$ cat config.mk
export PLATFORM = sky130hd
export DESIGN_NAME = i2c_master_byte_engine_core
export DESIGN_NICKNAME = d
export VERILOG_FILES = /design/src/hdl/i2cm_pkg.sv /design/src/hdl/i2c_master_byte_engine_core.sv /design/src/hdl/i2cm_step.sv
export SDC_FILE = /design/constraint.sdc
export NUM_CORES = 1
export LEC_CHECK = 0
export ABC_CLOCK_PERIOD_IN_PS = 3900
export BUFFER_PORTS_ARGS = -buffer_cell sky130_fd_sc_hd__clkbuf_2
export CAP_MARGIN = 20
export CORE_ASPECT_RATIO = 1.5
export CORE_MARGIN = 2
export CORE_UTILIZATION = 54
export DETAILED_ROUTE_END_ITERATION = 16
export PLACE_DENSITY = 0.75
export REMOVE_ABC_BUFFERS = 1
export SYNTH_ARGS = -nofsm -noshare
export SYNTH_HDL_FRONTEND = slang
export SYNTH_SLANG_ARGS = --single-unit
$ cat constraint.sdc
create_clock -name i_clk -period 3.9 [get_ports i_clk]
set_clock_uncertainty 0.15 [all_clocks]
set_input_delay 0.78 -clock i_clk [delete_from_list [all_inputs] [get_ports i_clk]]
set_output_delay 0.78 -clock i_clk [all_outputs]
set_load 0.05 [all_outputs]
$ cat src/hdl/i2cm_pkg.sv
package i2cm_pkg;

    // Command codes carried by an input item
    localparam logic [2:0] CMD_NONE  = 3'd0;
    localparam logic [2:0] CMD_START = 3'd1;
    localparam logic [2:0] CMD_STOP  = 3'd2;
    localparam logic [2:0] CMD_WRITE = 3'd3;
    localparam logic [2:0] CMD_READ  = 3'd4;

    // Operation codes held in the engine state
    localparam logic [2:0] OP_IDLE      = 3'd0;
    localparam logic [2:0] OP_START     = 3'd1;
    localparam logic [2:0] OP_STOP      = 3'd2;
    localparam logic [2:0] OP_WRITE     = 3'd3;
    localparam logic [2:0] OP_READ_ACK  = 3'd4;
    localparam logic [2:0] OP_READ_NACK = 3'd5;

    localparam logic [7:0] ACK_WAIT_LIMIT_RESET = 8'd250;

    typedef struct packed {
        logic [2:0] operation;
        logic [2:0] phase;
        logic [3:0] bit_count;
        logic [7:0] shift_reg;
        logic [7:0] wait_count;
        logic       scl;
        logic       sda;
        logic       sda_en;
        logic [7:0] rx_byte;
        logic       ack_seen;
        logic       ack_timeout;
    } t_state;

    localparam t_state STATE_RESET = '{
        operation:   OP_IDLE,
        phase:       3'd0,
        bit_count:   4'd0,
        shift_reg:   8'd0,
        wait_count:  8'd0,
        scl:         1'b1,
        sda:         1'b1,
        sda_en:      1'b1,
        rx_byte:     8'd0,
        ack_seen:    1'b0,
        ack_timeout: 1'b0
    };

endpackage

$ cat src/hdl/i2c_master_byte_engine_core.sv
// Channel   Direction  Handshake                 Payload
// in        input      i_in_valid / o_in_stall   i_command, i_tx_byte, i_ack_reply, i_sda_in
// out       output     o_out_valid / i_out_stall o_scl_level .. o_ack_timeout
// cfg       input      i_cfg_valid / o_cfg_ready i_cfg_data (ack_wait_limit)
//
// One item per cycle while the output does not stall; an item passes through the input
// register, then the result register. The engine state loop closes through the phase
// logic, which sets the rate. Synchronous active-low reset returns the lines to SCL
// high, SDA high driven, and loads ack_wait_limit with 250. A stall at the output
// holds the result register and backs up into the input register.
module i2c_master_byte_engine_core (
    input  logic       i_clk,
    input  logic       i_rst_n,

    input  logic       i_in_valid,
    output logic       o_in_stall,
    input  logic [2:0] i_command,
    input  logic [7:0] i_tx_byte,
    input  logic       i_ack_reply,
    input  logic       i_sda_in,

    output logic       o_out_valid,
    input  logic       i_out_stall,
    output logic       o_scl_level,
    output logic       o_sda_level,
    output logic       o_sda_enable,
    output logic       o_busy_res,
    output logic       o_done_res,
    output logic [7:0] o_rx_byte,
    output logic       o_ack_seen,
    output logic       o_ack_timeout,

    input  logic       i_cfg_valid,
    output logic       o_cfg_ready,
    input  logic [7:0] i_cfg_data
);

    logic [7:0]       r_ack_wait_limit;

    logic             r_in_valid;
    logic [2:0]       r_command;
    logic [7:0]       r_tx_byte;
    logic             r_ack_reply;
    logic             r_sda_in;

    i2cm_pkg::t_state r_state;
    i2cm_pkg::t_state n_state;
    logic             n_done;

    logic             r_out_valid;
    logic             r_out_busy;
    logic             r_out_done;
    i2cm_pkg::t_state r_out_state;

    logic             advance;
    logic             in_take;

    assign advance    = !r_out_valid || !i_out_stall;
    assign o_in_stall = r_in_valid && !advance;
    assign in_take    = i_in_valid && !o_in_stall;

    assign o_cfg_ready = 1'b1;

    always_ff @(posedge i_clk) begin
        if (!i_rst_n) begin
            r_ack_wait_limit <= i2cm_pkg::ACK_WAIT_LIMIT_RESET;
        end else if (i_cfg_valid && o_cfg_ready) begin
            r_ack_wait_limit <= i_cfg_data;
        end
    end

    // input register
    always_ff @(posedge i_clk) begin
        if (!i_rst_n) begin
            r_in_valid <= 1'b0;
        end else if (in_take) begin
            r_in_valid <= 1'b1;
        end else if (advance) begin
            r_in_valid <= 1'b0;
        end
    end

    always_ff @(posedge i_clk) begin
        if (in_take) begin
            r_command   <= i_command;
            r_tx_byte   <= i_tx_byte;
            r_ack_reply <= i_ack_reply;
            r_sda_in    <= i_sda_in;
        end
    end

    i2cm_step u_step (
        .i_state          (r_state),
        .i_command        (r_command),
        .i_tx_byte        (r_tx_byte),
        .i_ack_reply      (r_ack_reply),
        .i_sda_in         (r_sda_in),
        .i_ack_wait_limit (r_ack_wait_limit),
        .o_state          (n_state),
        .o_done           (n_done)
    );

    // engine state advances as the item moves into the result register
    always_ff @(posedge i_clk) begin
        if (!i_rst_n) begin
            r_state <= i2cm_pkg::STATE_RESET;
        end else if (r_in_valid && advance) begin
            r_state <= n_state;
        end
    end

    always_ff @(posedge i_clk) begin
        if (!i_rst_n) begin
            r_out_valid <= 1'b0;
        end else if (advance) begin
            r_out_valid <= r_in_valid;
        end
    end

    always_ff @(posedge i_clk) begin
        if (r_in_valid && advance) begin
            r_out_state <= n_state;
            r_out_done  <= n_done;
            r_out_busy  <= (n_state.operation != i2cm_pkg::OP_IDLE);
        end
    end

    assign o_out_valid   = r_out_valid;
    assign o_scl_level   = r_out_state.scl;
    assign o_sda_level   = r_out_state.sda;
    assign o_sda_enable  = r_out_state.sda_en;
    assign o_busy_res    = r_out_busy;
    assign o_done_res    = r_out_done;
    assign o_rx_byte     = r_out_state.rx_byte;
    assign o_ack_seen    = r_out_state.ack_seen;
    assign o_ack_timeout = r_out_state.ack_timeout;

    // a finishing command leaves the engine idle
    a_done_not_busy: assert property (@(posedge i_clk) disable iff (!i_rst_n)
        r_out_valid |-> !(r_out_done && r_out_busy))
        else $error("done reported while still busy");

    // a write ends either acknowledged or timed out, never both
    a_ack_exclusive: assert property (@(posedge i_clk) disable iff (!i_rst_n)
        !(r_state.ack_seen && r_state.ack_timeout))
        else $error("ack seen and ack timeout both set");

    // the ACK wait runs only with the line released and SCL high
    a_ack_wait_lines: assert property (@(posedge i_clk) disable iff (!i_rst_n)
        (r_state.operation == i2cm_pkg::OP_WRITE && r_state.phase == 3'd4)
        |-> (r_state.scl && !r_state.sda_en))
        else $error("ack wait with SDA driven or SCL low");

    // a result leaves only after its item passed the input register
    a_out_follows_in: assert property (@(posedge i_clk) disable iff (!i_rst_n)
        ($rose(r_out_valid)) |-> $past(r_in_valid))
        else $error("result appeared without an item");

endmodule

$ cat src/hdl/i2cm_step.sv
module i2cm_step (
    input  i2cm_pkg::t_state i_state,
    input  logic [2:0]       i_command,
    input  logic [7:0]       i_tx_byte,
    input  logic             i_ack_reply,
    input  logic             i_sda_in,
    input  logic [7:0]       i_ack_wait_limit,
    output i2cm_pkg::t_state o_state,
    output logic             o_done
);

    i2cm_pkg::t_state s;
    logic             done;

    always_comb begin
        s    = i_state;
        done = 1'b0;

        // take a command only while idle
        if (s.operation == i2cm_pkg::OP_IDLE &&
            (i_command == i2cm_pkg::CMD_START || i_command == i2cm_pkg::CMD_STOP ||
             i_command == i2cm_pkg::CMD_WRITE || i_command == i2cm_pkg::CMD_READ)) begin
            s.phase      = 3'd0;
            s.bit_count  = 4'd0;
            s.wait_count = 8'd0;
            priority if (i_command == i2cm_pkg::CMD_START) begin
                s.operation = i2cm_pkg::OP_START;
            end else if (i_command == i2cm_pkg::CMD_STOP) begin
                s.operation = i2cm_pkg::OP_STOP;
            end else if (i_command == i2cm_pkg::CMD_WRITE) begin
                s.operation   = i2cm_pkg::OP_WRITE;
                s.shift_reg   = i_tx_byte;
                s.ack_seen    = 1'b0;
                s.ack_timeout = 1'b0;
            end else begin
                s.operation = i_ack_reply ? i2cm_pkg::OP_READ_ACK : i2cm_pkg::OP_READ_NACK;
                s.shift_reg = 8'd0;
            end
        end

        unique case (s.operation)
            i2cm_pkg::OP_IDLE: begin
            end
            i2cm_pkg::OP_START: begin
                unique case (s.phase)
                    3'd0: begin
                        s.scl = 1'b1; s.sda = 1'b1; s.sda_en = 1'b1;
                        s.phase = 3'd1;
                    end
                    3'd1: begin
                        s.scl = 1'b1; s.sda = 1'b0; s.sda_en = 1'b1;
                        s.phase = 3'd2;
                    end
                    3'd2: begin
                        s.scl = 1'b0; s.sda = 1'b0; s.sda_en = 1'b1;
                        s.operation = i2cm_pkg::OP_IDLE;
                        done = 1'b1;
                    end
                    default: s.operation = i2cm_pkg::OP_IDLE;
                endcase
            end
            i2cm_pkg::OP_STOP: begin
                unique case (s.phase)
                    3'd0: begin
                        s.scl = 1'b0; s.sda = 1'b0; s.sda_en = 1'b1;
                        s.phase = 3'd1;
                    end
                    3'd1: begin
                        s.scl = 1'b1; s.sda = 1'b1; s.sda_en = 1'b1;
                        s.operation = i2cm_pkg::OP_IDLE;
                        done = 1'b1;
                    end
                    default: s.operation = i2cm_pkg::OP_IDLE;
                endcase
            end
            i2cm_pkg::OP_WRITE: begin
                unique case (s.phase)
                    3'd0: begin
                        s.scl = 1'b0; s.sda = s.shift_reg[7]; s.sda_en = 1'b1;
                        s.phase = 3'd1;
                    end
                    3'd1: begin
                        s.scl       = 1'b1;
                        s.shift_reg = {s.shift_reg[6:0], 1'b0};
                        s.bit_count = s.bit_count + 4'd1;
                        s.phase     = s.bit_count[3] ? 3'd2 : 3'd0;
                    end
                    3'd2: begin
                        s.scl = 1'b0; s.sda = 1'b1; s.sda_en = 1'b0;
                        s.phase = 3'd3;
                    end
                    3'd3: begin
                        s.scl        = 1'b1;
                        s.wait_count = 8'd0;
                        s.phase      = 3'd4;
                    end
                    3'd4: begin
                        priority if (!i_sda_in) begin
                            s.scl       = 1'b0;
                            s.ack_seen  = 1'b1;
                            s.operation = i2cm_pkg::OP_IDLE;
                            done        = 1'b1;
                        end else if (s.wait_count >= i_ack_wait_limit) begin
                            // timed out: drop into the second half of a stop
                            s.ack_timeout = 1'b1;
                            s.scl = 1'b0; s.sda = 1'b0; s.sda_en = 1'b1;
                            s.operation = i2cm_pkg::OP_STOP;
                            s.phase     = 3'd1;
                        end else begin
                            s.wait_count = s.wait_count + 8'd1;
                        end
                    end
                    default: s.operation = i2cm_pkg::OP_IDLE;
                endcase
            end
            i2cm_pkg::OP_READ_ACK, i2cm_pkg::OP_READ_NACK: begin
                unique case (s.phase)
                    3'd0: begin
                        s.scl = 1'b0; s.sda = 1'b1; s.sda_en = 1'b0;
                        s.phase = 3'd1;
                    end
                    3'd1: begin
                        s.scl   = 1'b1;
                        s.phase = 3'd2;
                    end
                    3'd2: begin
                        s.shift_reg = {s.shift_reg[6:0], i_sda_in};
                        s.bit_count = s.bit_count + 4'd1;
                        s.phase     = s.bit_count[3] ? 3'd3 : 3'd0;
                    end
                    3'd3: begin
                        s.scl    = 1'b0;
                        s.sda    = (s.operation == i2cm_pkg::OP_READ_ACK) ? 1'b0 : 1'b1;
                        s.sda_en = 1'b1;
                        s.phase  = 3'd4;
                    end
                    3'd4: begin
                        s.scl   = 1'b1;
                        s.phase = 3'd5;
                    end
                    3'd5: begin
                        s.scl       = 1'b0;
                        s.rx_byte   = s.shift_reg;
                        s.operation = i2cm_pkg::OP_IDLE;
                        done        = 1'b1;
                    end
                    default: s.operation = i2cm_pkg::OP_IDLE;
                endcase
            end
            default: s.operation = i2cm_pkg::OP_IDLE;
        endcase
    end

    assign o_state = s;
    assign o_done  = done;

endmodule
==> results by group, run 1 <==
Outcome
  – Status: complete, no violations

STA
  – Slew Viols, Final: 0
  – Post-layout worst setup margin: 233 ps
  – RSZ-0062 raised after global routing: false
  – Slew @ Worst Pin: 885 ps
  – Period utilisation layout: 94.0%
  – Setup TNS: 0 ps
  – Fmax: 273 MHz
  – Rel. slew slack: 40.8%
  – Final Hold Vio Count: 0
  – Minimum clock period: 3670 ps
  – Count of final setup violators: 0

Route
  – Vias/cell: 6.27
  – Final wirelength: 12300 um
  – First DRT Iteration DRCs: 316
  – Drt wl/cell: 18.3 um
  – DR WL met3: 589 um
  – Wl on met1: 4680 um
  – DR DRC count: 0
  – ANT nets after route: 0
  – WL met2: 6330 um
  – TritonRoute pass-1 iters: 5
  – Top sig layer: met4
  – Vias: 4201

Synth
  – Synthesized area: 4420 sq um
  – Yosys reg bits: 77
  – Mapped Cells: 522
  – Asr flop ratio synth: 0%
  – Sequential share of the synthesized area: 41.2%
  – Post-synth top cells: nand2_1, dfxtp_1, a21oi_1
  – Syn_area_per_cell: 8.47 sq um
  – Most frequent cell after synthesis: nand2_1
  – Area leader, netlist: dfxtp_1
  – Main synth FF type: dfxtp_1
  – Ys Warns: 0
  – Synth top area share: 22.2%
  – Synth area leaders: dfxtp_1, edfxtp_1, a21oi_1, nand2_1, o21ai_0
  – EDFF count, synth: 28
  – Synth cell types: 69

Floorplan
  – Io pins: 44
  – Die area: 8940 sq um
  – # rows: 40
  – Core footprint: 7960 sq um
  – Die H: 115 um
  – Die width: 77.9 um
  – Initial cell density of the core: 55.6%

Pwr
  – P_sw: 0.559 mW
  – Switching Fraction: 28.4%
  – Logic pwr share: 14.5%
  – Power share of the clock group: 40.2%
  – Register share of total power: 45.2%
  – LEAKAGE: 2.05 nW
  – VDD IR max: 0.000277 V
  – PD cells: 389 nW/um^2
  – P_int: 1.41 mW

CTS
  – Clock Path Buffers: 2
  – Clock transition at path regs: 60 ps
  – CTS root buffer: clkbuf_16
  – CTS tree: built
  – Num Clock Sinks: 77
  – Hold buffers post-CTS: 0
  – CTS buffer count: 9
  – # H-tree levels: 3
  – Clock Latency Late Sink: 340 ps
  – Post-CTS setup buffers: 0

Hold path
  – Worst min path class: register to register

Worst setup path
  – R2r setup slk: 230 ps
  – Setup crit start kind: register
  – Largest fanout on the critical path: 7
  – Critical path class: register to register
  – Worst endpoint required time: 3970 ps
  – WP data arrival: 3740 ps
  – Worst setup EP type: register

Final layout
  – Fin cells: 670
  – Ant diodes: 0
  – Share of post-route cells with drive strength above 1: 17.0%
  – # fillers: 712
  – Layout area overhead: 14.4%
  – # nets final: 595

Placed design
  – I/O Buffers: 42
  – Post-DP HPWL: 8820 um
  – DP Cell Count: 653
  – RePlAce Congestion: 0.949
  – DP Worst Slack: 133 ps

Global routing
  – Gr usage total: 28.2%
  – Vias in the first global route: 4046
  – Pin count of the biggest net entering global routing: 35
  – Initial antenna violation count: 0
  – Grt ovf: 0
  – First-pass GRT wire length: 19400 um

Run
  – Max-Cap Viols: 0
==> cells by family after synthesis <==
| group | Yosys count | synth area share [%] |
|---|---|---|
| DFF | 77 | 41.2 |
| muxes | 5 | 1.16 |
| and+or+nand+nor | 210 | 24.7 |
| other | 1 | 0.0848 |
| buffers and inverters | 52 | 5.01 |
| xor gates and xnor gates | 1 | 0.198 |
| AOI/OAI and AO/OA | 167 | 25.0 |
| adders and majority gates | 9 | 2.55 |
==> per-stage QoR <==
| step | hold slack [ps] | area, sq um | utilization [%] | total power, mW |
|---|---|---|---|---|
| after floorplan | 284 | 4260 | - | 1.08 |
| after global placement | 295 | 4750 | 59.7 | 1.18 |
| after detailed placement | 301 | 4750 | 59.7 | 1.18 |
| after CTS | 311 | 5040 | 63.3 | 1.97 |
| after global routing | 346 | 5060 | 63.6 | 2.03 |
| final | 312 | 5060 | 63.6 | 1.97 |
==> worst max-delay path, stage by stage, from the launching register on <==
cell	delay [ps]
edfxtp_1	460
or3_1	460
nand3_2	190
and2_1	160
ha_1	240
and3_1	200
a221o_1	350
a21oi_1	150
or3b_4	470
nor3_4	270
a21oi_1	100
or3b_1	350
==> repair_timing <==
action,CTS,global route
setup endpoints to repair,0,14
resized for setup,0,3
endpoints found under the hold margin,0,0
==> registers in the layout (all words and copies together) (netlist names) <==
signal / count
r_tx_byte: 8
o_sda_level: 1
o_sda_enable: 1
r_ack_reply: 1
r_sda_in: 1
o_busy_res: 1
r_state: 39
o_scl_level: 1
r_command: 3
r_in_valid: 1
o_rx_byte: 8
r_ack_wait_limit: 8
o_done_res: 1
o_out_valid: 1
o_ack_timeout: 1
o_ack_seen: 1
==> cells in the final DEF, fill, tap and decap left out, types with 7 or more instances in the layout <==
| cell | n |
|---|---|
| nand2_1 | 58 |
| dfxtp_1 | 49 |
| a21oi_1 | 44 |
| clkbuf_2 | 42 |
| o21ai_0 | 37 |
| nor2_1 | 36 |
| edfxtp_1 | 28 |
| nand3_1 | 27 |
| buf_4 | 21 |
| nor3_1 | 15 |
| and2_1 | 15 |
| inv_1 | 14 |
| nor2b_1 | 14 |
| a22oi_1 | 10 |
| and3_1 | 9 |
| o211ai_1 | 9 |
| ha_1 | 9 |
| clkbuf_16 | 9 |
| a31oi_1 | 7 |
| o211a_1 | 7 |
==> layer usage <==
metal,up-vias,GRT usage [%]
li1,2005,-
met1,1979,29.1
met2,164,51.6
met3,53,4.95
met4,0,18.8
met5,-,0
==> final cells by class <==
cell class	instances	area (sq um)	area share [%]
Clock buffer	10	239	4.73
Clock inverter	6	47.5	0.940
Inverter	15	56.3	1.11
Multi-Input combinational cell	393	2380	47.1
Sequential cell	77	1820	36.0
Tap cell	105	131	2.60
Timing Repair Buffer	64	379	7.50
==> worst paths after layout <==
| kind | depth (start not counted) | endpoint | start |
|---|---|---|---|
| setup / recovery | 11 | r_state[20]$_SDFFE_PN0P_ | r_command[0]$_DFFE_PP_ |
| hold / removal | 2 | r_state[27]$_SDFFE_PN0P_ | r_state[27]$_SDFFE_PN0P_ |
| setup reg to reg | 11 | r_state[20]$_SDFFE_PN0P_ | r_command[0]$_DFFE_PP_ |
| hold reg to reg | 2 | r_state[27]$_SDFFE_PN0P_ | r_state[27]$_SDFFE_PN0P_ |
==> power by group through the flow <==
| stage | Sequential [mW] | Clock [mW] | Combinational, mW |
|---|---|---|---|
| final | 0.889 | 0.791 | 0.286 |
| after global routing | 0.891 | 0.831 | 0.308 |
| after CTS | 0.888 | 0.801 | 0.278 |
| after detailed placement | 0.905 | 0 | 0.277 |
| after global placement | 0.904 | 0 | 0.274 |
| after floorplan | 0.935 | 0 | 0.144 |
Note: power is estimated with default switching activity, not from simulation.
==> run 2, diff against run 1 <==
--- a/config.mk
+++ b/config.mk
@@ -5,6 +5,7 @@
 export SDC_FILE = /design/constraint.sdc
 export NUM_CORES = 1
 export LEC_CHECK = 0
+export ABC_AREA = 1
 export ABC_CLOCK_PERIOD_IN_PS = 3900
 export BUFFER_PORTS_ARGS = -buffer_cell sky130_fd_sc_hd__clkbuf_2
 export CAP_MARGIN = 20
==> run 2 against run 1 <==
Compared with the run above:
- critical path depth up 5
- die area down 1.5%
- worst setup slack better by 330 ps
- fmax up 9.9%
- utilization down 1.1 points
- count of clock-buffer cells in the layout up 3
- synthesized area down 1.5%
- first-iteration DRC count down 7.9%
- final cell count up 11%
- highest routed layer unchanged
==> results by group, run 2 <==
Outcome
  – Status: complete, no violations (unchanged)

Global routing
  – Vias in the first global route: 3970 (was 4046)
  – Initial antenna violation count: 0 (unchanged)
  – Grt ovf: 0 (unchanged)
  – First-pass GRT wire length: 17800 um (was 19400 um)
  – Pin count of the biggest net entering global routing: 46 (was 35)
  – Gr usage total: 25.5% (was 28.2%)

Synth
  – Area leader, netlist: dfxtp_1 (unchanged)
  – Post-synth top cells: nand2_1, inv_1, a21oi_1, o21ai_0, dfxtp_1 (was nand2_1, dfxtp_1, a21oi_1)
  – Ys Warns: 0 (unchanged)
  – Synthesized area: 4350 sq um (was 4420 sq um)
  – Synth Area in Adders: 2.59% (was 2.55%)
  – Post-synthesis mux area share: 0% (was 1.16%)
  – EDFF count, synth: 28 (unchanged)
  – Post-Synth XOR/XNOR Area: 0.201% (was 0.198%)
  – Asr flop ratio synth: 0% (unchanged)
  – Synth Area in Simple Gates: 24.6% (was 24.7%)
  – Largest family of logic cells by synthesized area: simple AND/OR/NAND/NOR gates (was compound AO/OA/AOI/OAI gates)
  – Main synth FF type: dfxtp_1 (unchanged)
  – Mapped Cells: 601 (was 522)
  – Synth area leaders: dfxtp_1, edfxtp_1, nand2_1, inv_1, a21oi_1 (was dfxtp_1, edfxtp_1, a21oi_1, nand2_1, o21ai_0)
  – Synth top area share: 22.5% (was 22.2%)
  – Post-synthesis compound-gate area fraction: 17.9% (was 25.0%)
  – Syn_area_per_cell: 7.24 sq um (was 8.47 sq um)
  – Yosys reg bits: 77 (unchanged)
  – Sequential share of the synthesized area: 41.9% (was 41.2%)
  – Most frequent cell after synthesis: nand2_1 (unchanged)
  – Synth cell types: 37 (was 69)

Route
  – Final wirelength: 10600 um (was 12300 um)
  – Vias/cell: 5.48 (was 6.27)
  – First DRT Iteration DRCs: 291 (was 316)
  – DR DRC count: 0 (unchanged)
  – WL met2: 5510 um (was 6330 um)
  – Wl on met1: 4290 um (was 4680 um)
  – Vias: 4089 (was 4201)
  – ANT nets after route: 0 (unchanged)
  – Drt wl/cell: 14.2 um (was 18.3 um)
  – DR WL met3: 423 um (was 589 um)
  – Top sig layer: met4 (unchanged)
  – TritonRoute pass-1 iters: 5 (unchanged)

STA
  – Slew Viols, Final: 0 (unchanged)
  – Final Hold Vio Count: 0 (unchanged)
  – Rel. slew slack: 36.5% (was 40.8%)
  – Count of final setup violators: 0 (unchanged)
  – Minimum clock period: 3340 ps (was 3670 ps)
  – RSZ-0062 raised after global routing: false (unchanged)
  – Period utilisation layout: 85.5% (was 94.0%)
  – Fmax: 300 MHz (was 273 MHz)
  – Slew @ Worst Pin: 951 ps (was 885 ps)

Floorplan
  – Core footprint: 7910 sq um (was 7960 sq um)
  – Io pins: 44 (unchanged)
  – Die width: 77.3 um (was 77.9 um)
  – Die H: 114 um (was 115 um)
  – # rows: 40 (unchanged)
  – Initial cell density of the core: 55.0% (was 55.6%)
  – Die area: 8810 sq um (was 8940 sq um)

Pwr
  – Switching Fraction: 27.9% (was 28.4%)
  – P_int: 1.58 mW (was 1.41 mW)
  – Register share of total power: 41.6% (was 45.2%)
  – Logic pwr share: 17.4% (was 14.5%)
  – Power share of the clock group: 40.9% (was 40.2%)
  – LEAKAGE: 2.31 nW (was 2.05 nW)
  – PD cells: 445 nW/um^2 (was 389 nW/um^2)
  – Design Power: 2.20 mW (was 1.97 mW)
  – P_sw: 0.613 mW (was 0.559 mW)
  – VDD IR max: 0.000298 V (was 0.000277 V)

CTS
  – Post-CTS setup buffers: 0 (unchanged)
  – # H-tree levels: 3 (unchanged)
  – CTS root buffer: clkbuf_16 (unchanged)
  – Clock Latency Late Sink: 340 ps (about the same)
  – Num Clock Sinks: 77 (unchanged)
  – Post-cts sizing count: 0 (unchanged)
  – CTS buffer count: 9 (unchanged)
  – Clock transition at path regs: 60 ps (about the same)
  – Hold buffers post-CTS: 0 (unchanged)
  – Clock Path Buffers: 2 (unchanged)
  – CTS tree: built (unchanged)

Final layout
  – Commonest non-fill, non-tap cell in the layout: nand2_1 (unchanged)
  – Max reg flops: 39 (unchanged)
  – # fillers: 740 (was 712)
  – Highest-count cells in the layout ignoring fill and taps: nand2_1, inv_1, a21oi_1, o21ai_0, dfxtp_1 (was nand2_1, dfxtp_1, a21oi_1)
  – Layout area overhead: 13.4% (was 14.4%)
  – Final Instance Area: 4930 sq um (was 5060 sq um)
  – Register bank with the most flops: r_state (unchanged)
  – Share of post-route cells with drive strength above 1: 14.0% (was 17.0%)
  – # nets final: 671 (was 595)
  – Ant diodes: 0 (unchanged)

Worst setup path
  – WP data arrival: 3270 ps (was 3740 ps)
  – Worst setup EP type: register (unchanged)
  – Worst endpoint required time: 3840 ps (was 3970 ps)
  – Largest fanout on the critical path: 14 (was 7)
  – Critical path class: register to register (unchanged)
  – Setup crit start kind: register (unchanged)

Placed design
  – RePlAce Congestion: 0.968 (was 0.949)
  – Post-DP HPWL: 7550 um (was 8820 um)
  – Placement-stage cell area: 4620 sq um (was 4750 sq um)
  – I/O Buffers: 42 (unchanged)

Hold path
  – Worst min path class: register to register (unchanged)

Run
  – Max-Cap Viols: 0 (unchanged)
-- run 2: changes by cell type in the layout (fill, tap and decap cells not counted), moves of 10 or more --
cell and change:
nor3_1 -12, inv_1 +96, nor2b_1 -14, buf_4 -18
o21ai_0 +14, and2_1 -15, a22oi_1 -10, nand3_1 +17
nand2_1 +60
-- run 2: layout make-up --
type                       instances  area [sq um]  area share [%]
timing repair buffer              45           233            4.72
clock buffer                      13           250            5.07
multi-input combinational        384          1980            40.2
inverter                         119           447            9.05
sequential                        77          1820            36.9
tap                              105           131            2.66
clock inverter                     3          68.8            1.39
-- run 2: cell families (layout without fill, tap and decap cells) --
kind of cell,after synthesis,after routing
simple gates,231,231
compound gates,142,142
buf+inv,140,180
flops,77,77
fa+ha+maj,9,9
other cells,1,1
xor+xnor,1,1
-- run 2: power groups by stage --
stage	Clock, mW	Combinational [mW]	Sequential, mW
floorplan	0	0.242	0.965
global placement	0	0.371	0.929
detailed placement	0	0.380	0.930
global route	0.939	0.430	0.918
CTS	0.908	0.382	0.914
finish	0.899	0.383	0.914
-- run 2: metal layers --
layer  track usage (%)  up-vias
met2              46.3      143
met4              12.3        0
met1              28.0     1885
li1                  -     2025
met3              5.14       36
met5                 0        -
-- run 2: path summary, 6_finish.rpt --
kind         slack [ps]                       end                startpoint  cells after the start
max                 560      o_busy_res$_DFFE_PP_    r_command[0]$_DFFE_PP_                     16
min                 320  r_state[16]$_SDFFE_PN0P_  r_state[16]$_SDFFE_PN0P_                      2
min reg2reg         320  r_state[16]$_SDFFE_PN0P_  r_state[16]$_SDFFE_PN0P_                      2
max reg2reg         560      o_busy_res$_DFFE_PP_    r_command[0]$_DFFE_PP_                     16
-- run 2: stage by stage --
step | setup TNS [ps] | hold WS (ps) | setup slack, ps | instances | utilization, %
5_1_grt | 0 | 344 | 178 | 746 | 62.4
2_1_floorplan | -8370 | 292 | -408 | 580 | -
6_report | 0 | 323 | 565 | 746 | 62.4
4_1_cts | 0 | 323 | 573 | 746 | 62.4
3_5_place_dp | 0 | 311 | 601 | 730 | 58.4
3_3_place_gp | 0 | 304 | 748 | 730 | 58.4
-- run 2: critical path: stages (launching register included) --
cell      delay [ps]
edfxtp_1         440
o21ai_1          160
nand2_1          100
nand2_4          200
inv_2            140
nor2_1           190
ha_1             280
a21oi_1          160
nor3_1            60
a211oi_1         450
nand2_1          230
nand2_1          120
nand2_1           50
nand2_1           50
o21ai_0          110
nor2_1           130
nand2_1           50
